## config.mk

```make
export PLATFORM = sky130hd
export DESIGN_NAME = radius_neighbour_view_tracker
export DESIGN_NICKNAME = d
export VERILOG_FILES = /design/src/rtl/core/rnvt_pkg.sv /design/src/rtl/core/radius_neighbour_view_tracker.sv /design/src/rtl/core/rnvt_ram.sv
export VERILOG_INCLUDE_DIRS = /design/src /design/src/rtl/core
export SDC_FILE = /design/constraint.sdc
export NUM_CORES = 2
export LEC_CHECK = 0
export BUFFER_PORTS_ARGS = -buffer_cell sky130_fd_sc_hd__buf_2
export CAP_MARGIN = 25
export CORE_UTILIZATION = 60
export CTS_CLUSTER_SIZE = 14
export DETAILED_ROUTE_END_ITERATION = 12
export PLACE_DENSITY = 0.79
export SLEW_MARGIN = 0
export SYNTH_ARGS = -nofsm -noshare
export SYNTH_HDL_FRONTEND = slang
export SYNTH_HIERARCHICAL = 1
export SYNTH_SLANG_ARGS = --single-unit
```

## constraint.sdc

```tcl
create_clock -name clk -period 10.5 [get_ports clk]
set_input_delay 0 -clock clk [delete_from_list [all_inputs] [get_ports clk]]
set_output_delay 0 -clock clk [all_outputs]
set_load 0.02 [all_outputs]
```

## src/rtl/core/radius_neighbour_view_tracker_assert.svh

```systemverilog
// ---------------------------------------------------------------------------
// radius neighbour view tracker assertion macros
// Shorthand for the concurrent checks used inside the tracker RTL.
// ---------------------------------------------------------------------------
`ifndef RADIUS_NEIGHBOUR_VIEW_TRACKER_ASSERT_SVH
`define RADIUS_NEIGHBOUR_VIEW_TRACKER_ASSERT_SVH

// same-cycle implication, disabled during reset
`define RNVT_ASSERT_IMPL(label, clock, reset, ante, cons, msg) \
  label: assert property (@(posedge clock) disable iff (reset) (ante) |-> (cons)) \
    else $error(msg);

// next-cycle implication, disabled during reset
`define RNVT_ASSERT_NEXT(label, clock, reset, ante, cons, msg) \
  label: assert property (@(posedge clock) disable iff (reset) (ante) |=> (cons)) \
    else $error(msg);

`endif

```

## src/rtl/core/rnvt_pkg.sv

```systemverilog
`timescale 1ns / 1ps
// ---------------------------------------------------------------------------
// rnvt_pkg
// Field widths, opcodes and result kinds of the radius neighbour view tracker.
// ---------------------------------------------------------------------------
package rnvt_pkg;

  // input item fields
  localparam int OPCODE_W = 2;
  localparam int SLOT_W   = 5;
  localparam int POS_W    = 16;

  // bit offsets inside the input tdata
  localparam int OPCODE_LSB = 0;
  localparam int SLOT_LSB   = OPCODE_LSB + OPCODE_W;
  localparam int POS_X_LSB  = SLOT_LSB + SLOT_W;
  localparam int POS_Y_LSB  = POS_X_LSB + POS_W;
  localparam int IN_TDATA_W = 40;

  // result item fields
  localparam int KIND_W      = 3;
  localparam int OUT_TDATA_W = 8;

  // view radius register
  localparam int          RADIUS_W     = 16;
  localparam int          RADIUS_SQ_W  = 2 * RADIUS_W;
  localparam logic [15:0] RADIUS_RESET = 16'd160;

  // opcodes
  localparam logic [OPCODE_W-1:0] OP_PLACE = 2'd0;
  localparam logic [OPCODE_W-1:0] OP_MOVE  = 2'd1;
  localparam logic [OPCODE_W-1:0] OP_QUERY = 2'd2;

  // result kinds
  typedef enum logic [KIND_W-1:0] {
    KIND_DONE  = 3'd0,
    KIND_NEW   = 3'd1,
    KIND_KEPT  = 3'd2,
    KIND_LEFT  = 3'd3,
    KIND_ERROR = 3'd4
  } kind_t;

endpackage

```

## src/rtl/core/radius_neighbour_view_tracker.sv

```systemverilog
`timescale 1ns / 1ps
// ---------------------------------------------------------------------------
// radius_neighbour_view_tracker
// Entity table with positions and per-entity view sets, answering radius
// queries with new, kept and left-view events.
// ---------------------------------------------------------------------------
// One item is handled at a time. Place, move, the unused opcode and any item
// that ends in an error give one result. The coordinate memory has one read
// port, so a query's scan reads one stored position per cycle while the
// output does not stall it, through the distance pipeline (difference,
// squares, compare); in-view results leave during the scan, left-view
// results one per cycle after it while the output is free, then the final
// done result while the new view set is written back. A wait on the result
// side can hold the scan. Input can be taken again as soon as the last result
// sits in the output register. The view store needs no clearing pass after
// reset: each entry carries a valid bit that reset clears.
// ---------------------------------------------------------------------------
`include "radius_neighbour_view_tracker_assert.svh"

module radius_neighbour_view_tracker #(
  parameter int MAX_ENTITIES = 32,
  parameter int COORD_BITS   = 16
) (
  input  logic                                clk,
  input  logic                                rst,
  // view radius register
  input  logic                                cfg_we,
  input  logic [rnvt_pkg::RADIUS_W-1:0]       cfg_wdata,
  // input items
  input  logic                                s_axis_tvalid,
  output logic                                s_axis_tready,
  // opcode[1:0], entity_slot[6:2], pos_x[22:7], pos_y[38:23], zero[39]
  input  logic [rnvt_pkg::IN_TDATA_W-1:0]     s_axis_tdata,
  // result items
  output logic                                m_axis_tvalid,
  input  logic                                m_axis_tready,
  // other_slot[4:0], zero[7:5]
  output logic [rnvt_pkg::OUT_TDATA_W-1:0]    m_axis_tdata,
  // kind[2:0]
  output logic [rnvt_pkg::KIND_W-1:0]         m_axis_tuser,
  output logic                                m_axis_tlast
);

  localparam int N       = MAX_ENTITIES;
  localparam int IDX_W   = $clog2(MAX_ENTITIES);
  localparam int CNT_W   = $clog2(MAX_ENTITIES + 1);
  localparam int SQ_W    = 2 * COORD_BITS;
  localparam int CMP_W   = (SQ_W + 1 > rnvt_pkg::RADIUS_SQ_W) ? SQ_W + 1
                                                             : rnvt_pkg::RADIUS_SQ_W;
  localparam int SLOT_W  = rnvt_pkg::SLOT_W;
  localparam int OUT_W   = rnvt_pkg::OUT_TDATA_W;
  localparam int R2_W    = rnvt_pkg::RADIUS_SQ_W;
  localparam logic [N-1:0]     ONE_N    = {{(N-1){1'b0}}, 1'b1};
  localparam logic [CNT_W-1:0] CNT_LAST = CNT_W'(MAX_ENTITIES);

  // control sequencer
  typedef enum logic [5:0] {
    ST_IDLE   = 6'b000001,
    ST_SINGLE = 6'b000010,
    ST_SELF   = 6'b000100,
    ST_SCAN   = 6'b001000,
    ST_LEFT   = 6'b010000,
    ST_DONE   = 6'b100000
  } state_t;

  state_t                      state;
  logic [rnvt_pkg::RADIUS_W-1:0] view_radius;
  logic [N-1:0]                present;
  logic [N-1:0]                pv_valid;
  logic [IDX_W-1:0]            q_slot;
  rnvt_pkg::kind_t             res_kind;
  logic [COORD_BITS-1:0]       self_x;
  logic [COORD_BITS-1:0]       self_y;
  logic [N-1:0]                prior_vec;
  logic [N-1:0]                now_vec;
  logic [N-1:0]                left_vec;
  logic [R2_W-1:0]             r2;
  logic [CNT_W-1:0]            rd_cnt;

  // distance pipeline
  logic                        s1_valid;
  logic [IDX_W-1:0]            s1_idx;
  logic                        s2_valid;
  logic [IDX_W-1:0]            s2_idx;
  logic [COORD_BITS-1:0]       s2_dx;
  logic [COORD_BITS-1:0]       s2_dy;
  logic                        s3_valid;
  logic [IDX_W-1:0]            s3_idx;
  logic [SQ_W-1:0]             s3_sqx;
  logic [SQ_W-1:0]             s3_sqy;

  // output register
  rnvt_pkg::kind_t             out_kind;
  logic [SLOT_W-1:0]           out_other;
  logic                        out_last;

  // input field decode
  logic [rnvt_pkg::OPCODE_W-1:0] in_op;
  logic [SLOT_W-1:0]             in_slot;
  logic [rnvt_pkg::POS_W-1:0]    in_pos_x;
  logic [rnvt_pkg::POS_W-1:0]    in_pos_y;
  logic [IDX_W-1:0]              in_addr;
  logic                          in_slot_ok;
  logic                          in_present;
  logic                          accept;

  assign in_op    = s_axis_tdata[rnvt_pkg::OPCODE_LSB +: rnvt_pkg::OPCODE_W];
  assign in_slot  = s_axis_tdata[rnvt_pkg::SLOT_LSB +: SLOT_W];
  assign in_pos_x = s_axis_tdata[rnvt_pkg::POS_X_LSB +: rnvt_pkg::POS_W];
  assign in_pos_y = s_axis_tdata[rnvt_pkg::POS_Y_LSB +: rnvt_pkg::POS_W];
  assign in_addr  = IDX_W'(in_slot);
  assign in_slot_ok = (32'(in_slot) < 32'(MAX_ENTITIES));
  assign in_present = in_slot_ok && present[in_addr];

  assign s_axis_tready = (state == ST_IDLE);
  assign accept        = s_axis_tvalid && s_axis_tready;

  // memories: positions and saved view sets
  logic                        coord_we;
  logic                        coord_re;
  logic [IDX_W-1:0]            coord_raddr;
  logic [2*COORD_BITS-1:0]     coord_rdata;
  logic                        pv_we;
  logic                        pv_re;
  logic [N-1:0]                pv_rdata;

  // output slot and pipeline advance
  logic                        ofree;
  logic                        hit3;
  logic                        adv;
  logic                        issuing;
  logic [CMP_W-1:0]            dist_sq;

  assign ofree   = !m_axis_tvalid || m_axis_tready;
  assign dist_sq = CMP_W'(s3_sqx) + CMP_W'(s3_sqy);
  assign hit3    = (dist_sq <= CMP_W'(r2));
  assign adv     = !(s3_valid && hit3) || ofree;
  assign issuing = (state == ST_SCAN) && (rd_cnt != CNT_LAST);

  assign coord_we    = accept && in_slot_ok &&
                       ((in_op == rnvt_pkg::OP_PLACE) ||
                        ((in_op == rnvt_pkg::OP_MOVE) && present[in_addr]));
  assign coord_re    = (accept && (in_op == rnvt_pkg::OP_QUERY)) || (issuing && adv);
  assign coord_raddr = (state == ST_SCAN) ? rd_cnt[IDX_W-1:0] : in_addr;
  assign pv_re       = accept && (in_op == rnvt_pkg::OP_QUERY);
  assign pv_we       = (state == ST_DONE) && ofree;

  rnvt_ram #(
    .DATA_W (2 * COORD_BITS),
    .DEPTH  (MAX_ENTITIES)
  ) u_coord_ram (
    .clk   (clk),
    .we    (coord_we),
    .waddr (in_addr),
    .wdata ({COORD_BITS'(in_pos_y), COORD_BITS'(in_pos_x)}),
    .re    (coord_re),
    .raddr (coord_raddr),
    .rdata (coord_rdata)
  );

  rnvt_ram #(
    .DATA_W (MAX_ENTITIES),
    .DEPTH  (MAX_ENTITIES)
  ) u_view_ram (
    .clk   (clk),
    .we    (pv_we),
    .waddr (q_slot),
    .wdata (now_vec),
    .re    (pv_re),
    .raddr (in_addr),
    .rdata (pv_rdata)
  );

  // stage 1 compare inputs
  logic [COORD_BITS-1:0] rd_x;
  logic [COORD_BITS-1:0] rd_y;
  logic                  skip1;

  assign rd_x  = coord_rdata[COORD_BITS-1:0];
  assign rd_y  = coord_rdata[2*COORD_BITS-1:COORD_BITS];
  assign skip1 = (s1_idx == q_slot) || !present[s1_idx];

  // lowest left-view entity
  logic [N-1:0]     low_onehot;
  logic [IDX_W-1:0] left_idx;

  always_comb begin
    low_onehot = left_vec & (~left_vec + ONE_N);
    left_idx   = '0;
    for (int i = 0; i < N; i++) begin
      left_idx = left_idx | (low_onehot[i] ? IDX_W'(i) : '0);
    end
  end

  // next result for the output register
  logic              out_load;
  rnvt_pkg::kind_t   out_kind_next;
  logic [SLOT_W-1:0] out_other_next;
  logic              out_last_next;

  always_comb begin
    out_load       = 1'b0;
    out_kind_next  = rnvt_pkg::KIND_DONE;
    out_other_next = '0;
    out_last_next  = 1'b0;
    unique case (state)
      ST_SINGLE: begin
        out_load      = 1'b1;
        out_kind_next = res_kind;
        out_last_next = 1'b1;
      end
      ST_SCAN: begin
        out_load       = s3_valid && hit3;
        out_kind_next  = prior_vec[s3_idx] ? rnvt_pkg::KIND_KEPT : rnvt_pkg::KIND_NEW;
        out_other_next = SLOT_W'(s3_idx);
      end
      ST_LEFT: begin
        out_load       = (left_vec != '0);
        out_kind_next  = rnvt_pkg::KIND_LEFT;
        out_other_next = SLOT_W'(left_idx);
      end
      ST_DONE: begin
        out_load      = 1'b1;
        out_last_next = 1'b1;
      end
      ST_IDLE: begin
        out_load = 1'b0;
      end
      ST_SELF: begin
        out_load = 1'b0;
      end
      default: begin
        out_load = 1'b0;
      end
    endcase
  end

  // output register, refilled whenever it is free
  always_ff @(posedge clk) begin
    if (rst) begin
      m_axis_tvalid <= 1'b0;
    end else if (ofree) begin
      m_axis_tvalid <= out_load;
      out_kind      <= out_kind_next;
      out_other     <= out_other_next;
      out_last      <= out_last_next;
    end
  end

  assign m_axis_tdata = OUT_W'(out_other);
  assign m_axis_tuser = out_kind;
  assign m_axis_tlast = out_last;

  // view radius register
  always_ff @(posedge clk) begin
    if (rst) begin
      view_radius <= rnvt_pkg::RADIUS_RESET;
    end else if (cfg_we) begin
      view_radius <= cfg_wdata;
    end
  end

  // distance pipeline: difference, squares, compare at the output
  always_ff @(posedge clk) begin
    if (rst) begin
      s1_valid <= 1'b0;
      s2_valid <= 1'b0;
      s3_valid <= 1'b0;
    end else if (adv) begin
      s1_valid <= issuing;
      s1_idx   <= rd_cnt[IDX_W-1:0];
      s2_valid <= s1_valid && !skip1;
      s2_idx   <= s1_idx;
      s2_dx    <= (rd_x >= self_x) ? rd_x - self_x : self_x - rd_x;
      s2_dy    <= (rd_y >= self_y) ? rd_y - self_y : self_y - rd_y;
      s3_valid <= s2_valid;
      s3_idx   <= s2_idx;
      s3_sqx   <= SQ_W'(s2_dx) * SQ_W'(s2_dx);
      s3_sqy   <= SQ_W'(s2_dy) * SQ_W'(s2_dy);
    end
  end

  // sequencer and table state
  always_ff @(posedge clk) begin
    if (rst) begin
      state    <= ST_IDLE;
      present  <= '0;
      pv_valid <= '0;
      rd_cnt   <= '0;
    end else begin
      unique case (state)
        ST_IDLE: begin
          if (accept) begin
            q_slot <= in_addr;
            state  <= ST_SINGLE;
            case (in_op)
              rnvt_pkg::OP_PLACE: begin
                if (in_slot_ok) begin
                  present[in_addr]  <= 1'b1;
                  pv_valid[in_addr] <= 1'b0;
                  res_kind          <= rnvt_pkg::KIND_DONE;
                end else begin
                  res_kind <= rnvt_pkg::KIND_ERROR;
                end
              end
              rnvt_pkg::OP_MOVE: begin
                res_kind <= in_present ? rnvt_pkg::KIND_DONE : rnvt_pkg::KIND_ERROR;
              end
              rnvt_pkg::OP_QUERY: begin
                res_kind <= rnvt_pkg::KIND_ERROR;
                if (in_present) begin
                  state <= ST_SELF;
                end
              end
              default: begin
                res_kind <= rnvt_pkg::KIND_DONE;
              end
            endcase
          end
        end
        ST_SINGLE: begin
          if (ofree) begin
            state <= ST_IDLE;
          end
        end
        ST_SELF: begin
          self_x    <= rd_x;
          self_y    <= rd_y;
          prior_vec <= pv_valid[q_slot] ? pv_rdata : '0;
          r2        <= R2_W'(view_radius) * R2_W'(view_radius);
          now_vec   <= '0;
          rd_cnt    <= '0;
          state     <= ST_SCAN;
        end
        ST_SCAN: begin
          if (issuing && adv) begin
            rd_cnt <= rd_cnt + 1'b1;
          end
          if (s3_valid && hit3 && adv) begin
            now_vec[s3_idx] <= 1'b1;
          end
          if (!issuing && !s1_valid && !s2_valid && !s3_valid) begin
            left_vec <= prior_vec & ~now_vec;
            state    <= ST_LEFT;
          end
        end
        ST_LEFT: begin
          if (left_vec == '0) begin
            state <= ST_DONE;
          end else if (ofree) begin
            left_vec <= left_vec & ~low_onehot;
          end
        end
        ST_DONE: begin
          if (ofree) begin
            pv_valid[q_slot] <= 1'b1;
            state            <= ST_IDLE;
          end
        end
        default: begin
          state <= ST_IDLE;
        end
      endcase
    end
  end

  // checks
  `RNVT_ASSERT_NEXT(a_one_item_at_a_time, clk, rst, accept, !s_axis_tready,
    "input taken again right after a transfer")
  `RNVT_ASSERT_NEXT(a_hit_held_on_stall, clk, rst, s3_valid && hit3 && !ofree,
    s3_valid && (s3_idx == $past(s3_idx)), "in-view hit dropped while output stalled")
  `RNVT_ASSERT_IMPL(a_scan_drained, clk, rst, state == ST_LEFT,
    !s1_valid && !s2_valid && !s3_valid, "left-view pass started with scan in flight")
  `RNVT_ASSERT_IMPL(a_left_all_sent, clk, rst, state == ST_DONE, left_vec == '0,
    "query finished with left-view entities unreported")

endmodule

```

## src/rtl/core/rnvt_ram.sv

```systemverilog
`timescale 1ns / 1ps
// ---------------------------------------------------------------------------
// rnvt_ram
// Simple dual-port RAM, one write and one registered read port.
// ---------------------------------------------------------------------------
module rnvt_ram #(
  parameter int DATA_W = 32,
  parameter int DEPTH  = 32
) (
  input  logic                       clk,
  input  logic                       we,
  input  logic [$clog2(DEPTH)-1:0]   waddr,
  input  logic [DATA_W-1:0]          wdata,
  input  logic                       re,
  input  logic [$clog2(DEPTH)-1:0]   raddr,
  output logic [DATA_W-1:0]          rdata
);

  logic [DATA_W-1:0] mem [DEPTH];

  // write port
  always_ff @(posedge clk) begin
    if (we) begin
      mem[waddr] <= wdata;
    end
  end

  // registered read, holds while re is low
  always_ff @(posedge clk) begin
    if (re) begin
      rdata <= mem[raddr];
    end
  end

endmodule
```

==> results.toml <==
[clock_tree]
h-tree-depth = 4
clk_latency_ns = 0.91
cts_made_buffers = 235
clkSlewWorstSetupHoldPaths_ns = 0.06
cts_root_buf = "clkbuf_16"
cts_num_sinks = 2491
cts_tree = "built"
clock_path_buffers = 3
cts_resized = 0
post-cts-setup-buffers = 0

[sta]
rsz0062_at_grt = "false"
final.min_clock_period_ns = 7.41
tightestPinTransition_ns = 1.11
tns_ns = 0
drv_slew = 0
relSlewSlack_pct = 26.1
skew_ns = 0.0619
setup_viol = 0
hold_viol_final = 0
fmax_mhz = 135
finalCritPeriodShare_pct = 70.6

[yosys]
synthFlopType = "edfxtp_1"
netlist_instances = 8841
ys_ff_latch = 2491
async_reset_ff_share_pct = 0
synth-edff-count = 2395
avgSynthCellArea_um2 = 13.9
synth_area_um2 = 123000
yosys.cell_types.count = 85
ys_warn_count = 6
seq_area_frac_synth_pct = 59.9

[placement]
dp.final_hpwl_um = 162000
gp_congestion = 0.895
numPortBuffers = 70

[worst_setup_path]
cp_data_arrival_time_ns = 8.07
startpoint_type = "flop"
critical_path_required_ns = 11.16
critPathKind = "flop to flop"
rrSetupSlack_ns = 3.09
worstRegToRegCells = 25
path_max_fanout = 16
end_kind = "flop"

[finish]
largestRegisters = "u_coord_ram/mem x1024, u_view_ram/mem x1024"
final_cell_mix = "edfxtp_1, mux2i_1, inv_1"
final_core_util_pct = 66.6
layout-drive-gt1-share_pct = 7.90
mostFrequentLayoutCell = "edfxtp_1"
nets = 9987
syn2layout_area_growth_pct = 10.4
fill_cells = 13900

[power_and_ir_drop]
p_leak_nw = 53.0
power_density_nw_per_um2 = 229
peakVddDrop_uv = 593

[floorplanning]
die_h_um = 455
die_x_um = 455
rows = 166
dieArea_um2 = 207000
start_util_pct = 60.3
core_um2 = 204000
ioPinCount = 75

[global_route]
antenna_found_initial = 22
grt_usage_pct = 28.0
grt_pass1_wl_um = 438000
grt_pass1_vias = 74500
grt-ovfl-total = 0
grt_max_degree = 130

[drt]
drt_iter0_markers = 7900
first_pass_iters = 5
totalWireLength_um = 291000
vias = 73400
wl_per_cell_um = 24.4
ant_nets = 0
post-route-drc-count = 0
drt-vias-per-instance = 6.16

[worst_hold_path]
hold_class = "input pin to flop"
hold_depth = 2

[run_status]
outcome = "finished, final reports clean"

[run]
maxCapViolations = 0
## critical path: stages (launching register included)
cell and delay [ns]:
dfxtp_1 0.88, inv_1 0.33, nor2_1 0.26, inv_1 0.08, fa_1 0.49, inv_1 0.06
fa_1 0.50, inv_1 0.05, fa_1 0.53, inv_1 0.05, fa_1 0.40, fa_1 0.52
inv_1 0.05, fa_1 0.49, inv_1 0.05, ha_1 0.21, a21o_1 0.16, a21oi_1 0.19
o21ai_0 0.17, or4_1 0.44, o21ai_1 0.29, o211ai_1 0.15, a21oi_1 0.35, o221ai_1 0.19
a21oi_1 0.20, xnor2_1 0.08
## synth_stat cells (66+ instances only)
cell type	instances	share of area [%]
nand3_1	246	1.0
buf_2	66	0.27
nor2b_1	77	0.39
o21ai_0	114	0.46
fa_1	491	8.0
and2_1	141	0.72
a21o_1	79	0.48
a31oi_1	75	0.38
nor2_1	321	0.98
mux2i_1	1054	8.6
dfxtp_1	96	1.6
inv_1	875	2.7
ha_1	432	4.4
nor3_1	100	0.41
buf_4	71	0.43
a22oi_1	233	1.4
edfxtp_1	2395	58
nand2_1	555	1.7
xnor2_1	114	0.81
a22o_1	132	0.94
clkbuf_1	213	0.65
a21oi_1	430	1.7
## layout make-up
cell class | count | area, µm² | area share (%)
sequential | 2491 | 73800 | 54.3
antenna | 5 | 12.5 | 0.00920
timing repair buffer | 325 | 3090 | 2.27
inverter | 876 | 3290 | 2.42
clock inverter | 147 | 1630 | 1.19
clock buffer | 297 | 6160 | 4.52
tap | 2688 | 3360 | 2.47
multi-input combinational | 5074 | 44700 | 32.8
## metrics by stage
stage	std cells	power [mW]	setup WS, ns	area [µm²]	hold slack (ns)
after global routing	11900	33.1	2.68	136000	0.132
final	11900	31.1	3.09	136000	0.117
after global placement	11300	22.5	3.21	127000	0.238
after CTS	11900	31.3	3.15	136000	0.0590
after detailed placement	11300	22.8	3.17	127000	0.243
after floorplan	8843	20.2	1.68	123000	0.0989
## where the power goes
| part | leakage (nW) | internal (mW) | switching [mW] |
|---|---|---|---|
| logic | 26.9 | 4.70 | 6.30 |
| clock network | 3.77 | 4.75 | 3.74 |
| registers | 22.3 | 11.5 | 0.166 |
## cells by family after synthesis
kind of cell               synth area share, %
adders and majority gates                 12.4
muxes                                     9.26
DFF                                       59.9
and+or+nand+nor                           6.40
buffers and inverters                     4.37
AOI/OAI and AO/OA                         6.55
other                                  0.00304
xor gates and xnor gates                  1.18
## layer usage
metal	share of wire, %	routed length [µm]	vias up	global-route usage [%]
met3	9.6	28000	592	5.28
met4	3.2	9440	16	9.46
li1	-	-	32400	-
met1	39	114000	36800	38.1
met2	48	140000	3598	45.7
met5	0.040	115	-	0
## timing repair
item,4_1_cts,5_1_grt
setup endpoints to repair,0,0
hold buffers,111,0
endpoints found under the hold margin,1159,0
## path summary, 6_finish.rpt
path | start | endpoint
setup / recovery | view_radius[6] | r2[31]
hold / removal | s_axis_tdata[24] | u_coord_ram/mem[24][17]
setup reg to reg | view_radius[6] | r2[31]
hold reg to reg | s2_idx[1] | s3_idx[1]
Note: power is estimated with default switching activity, not from simulation.
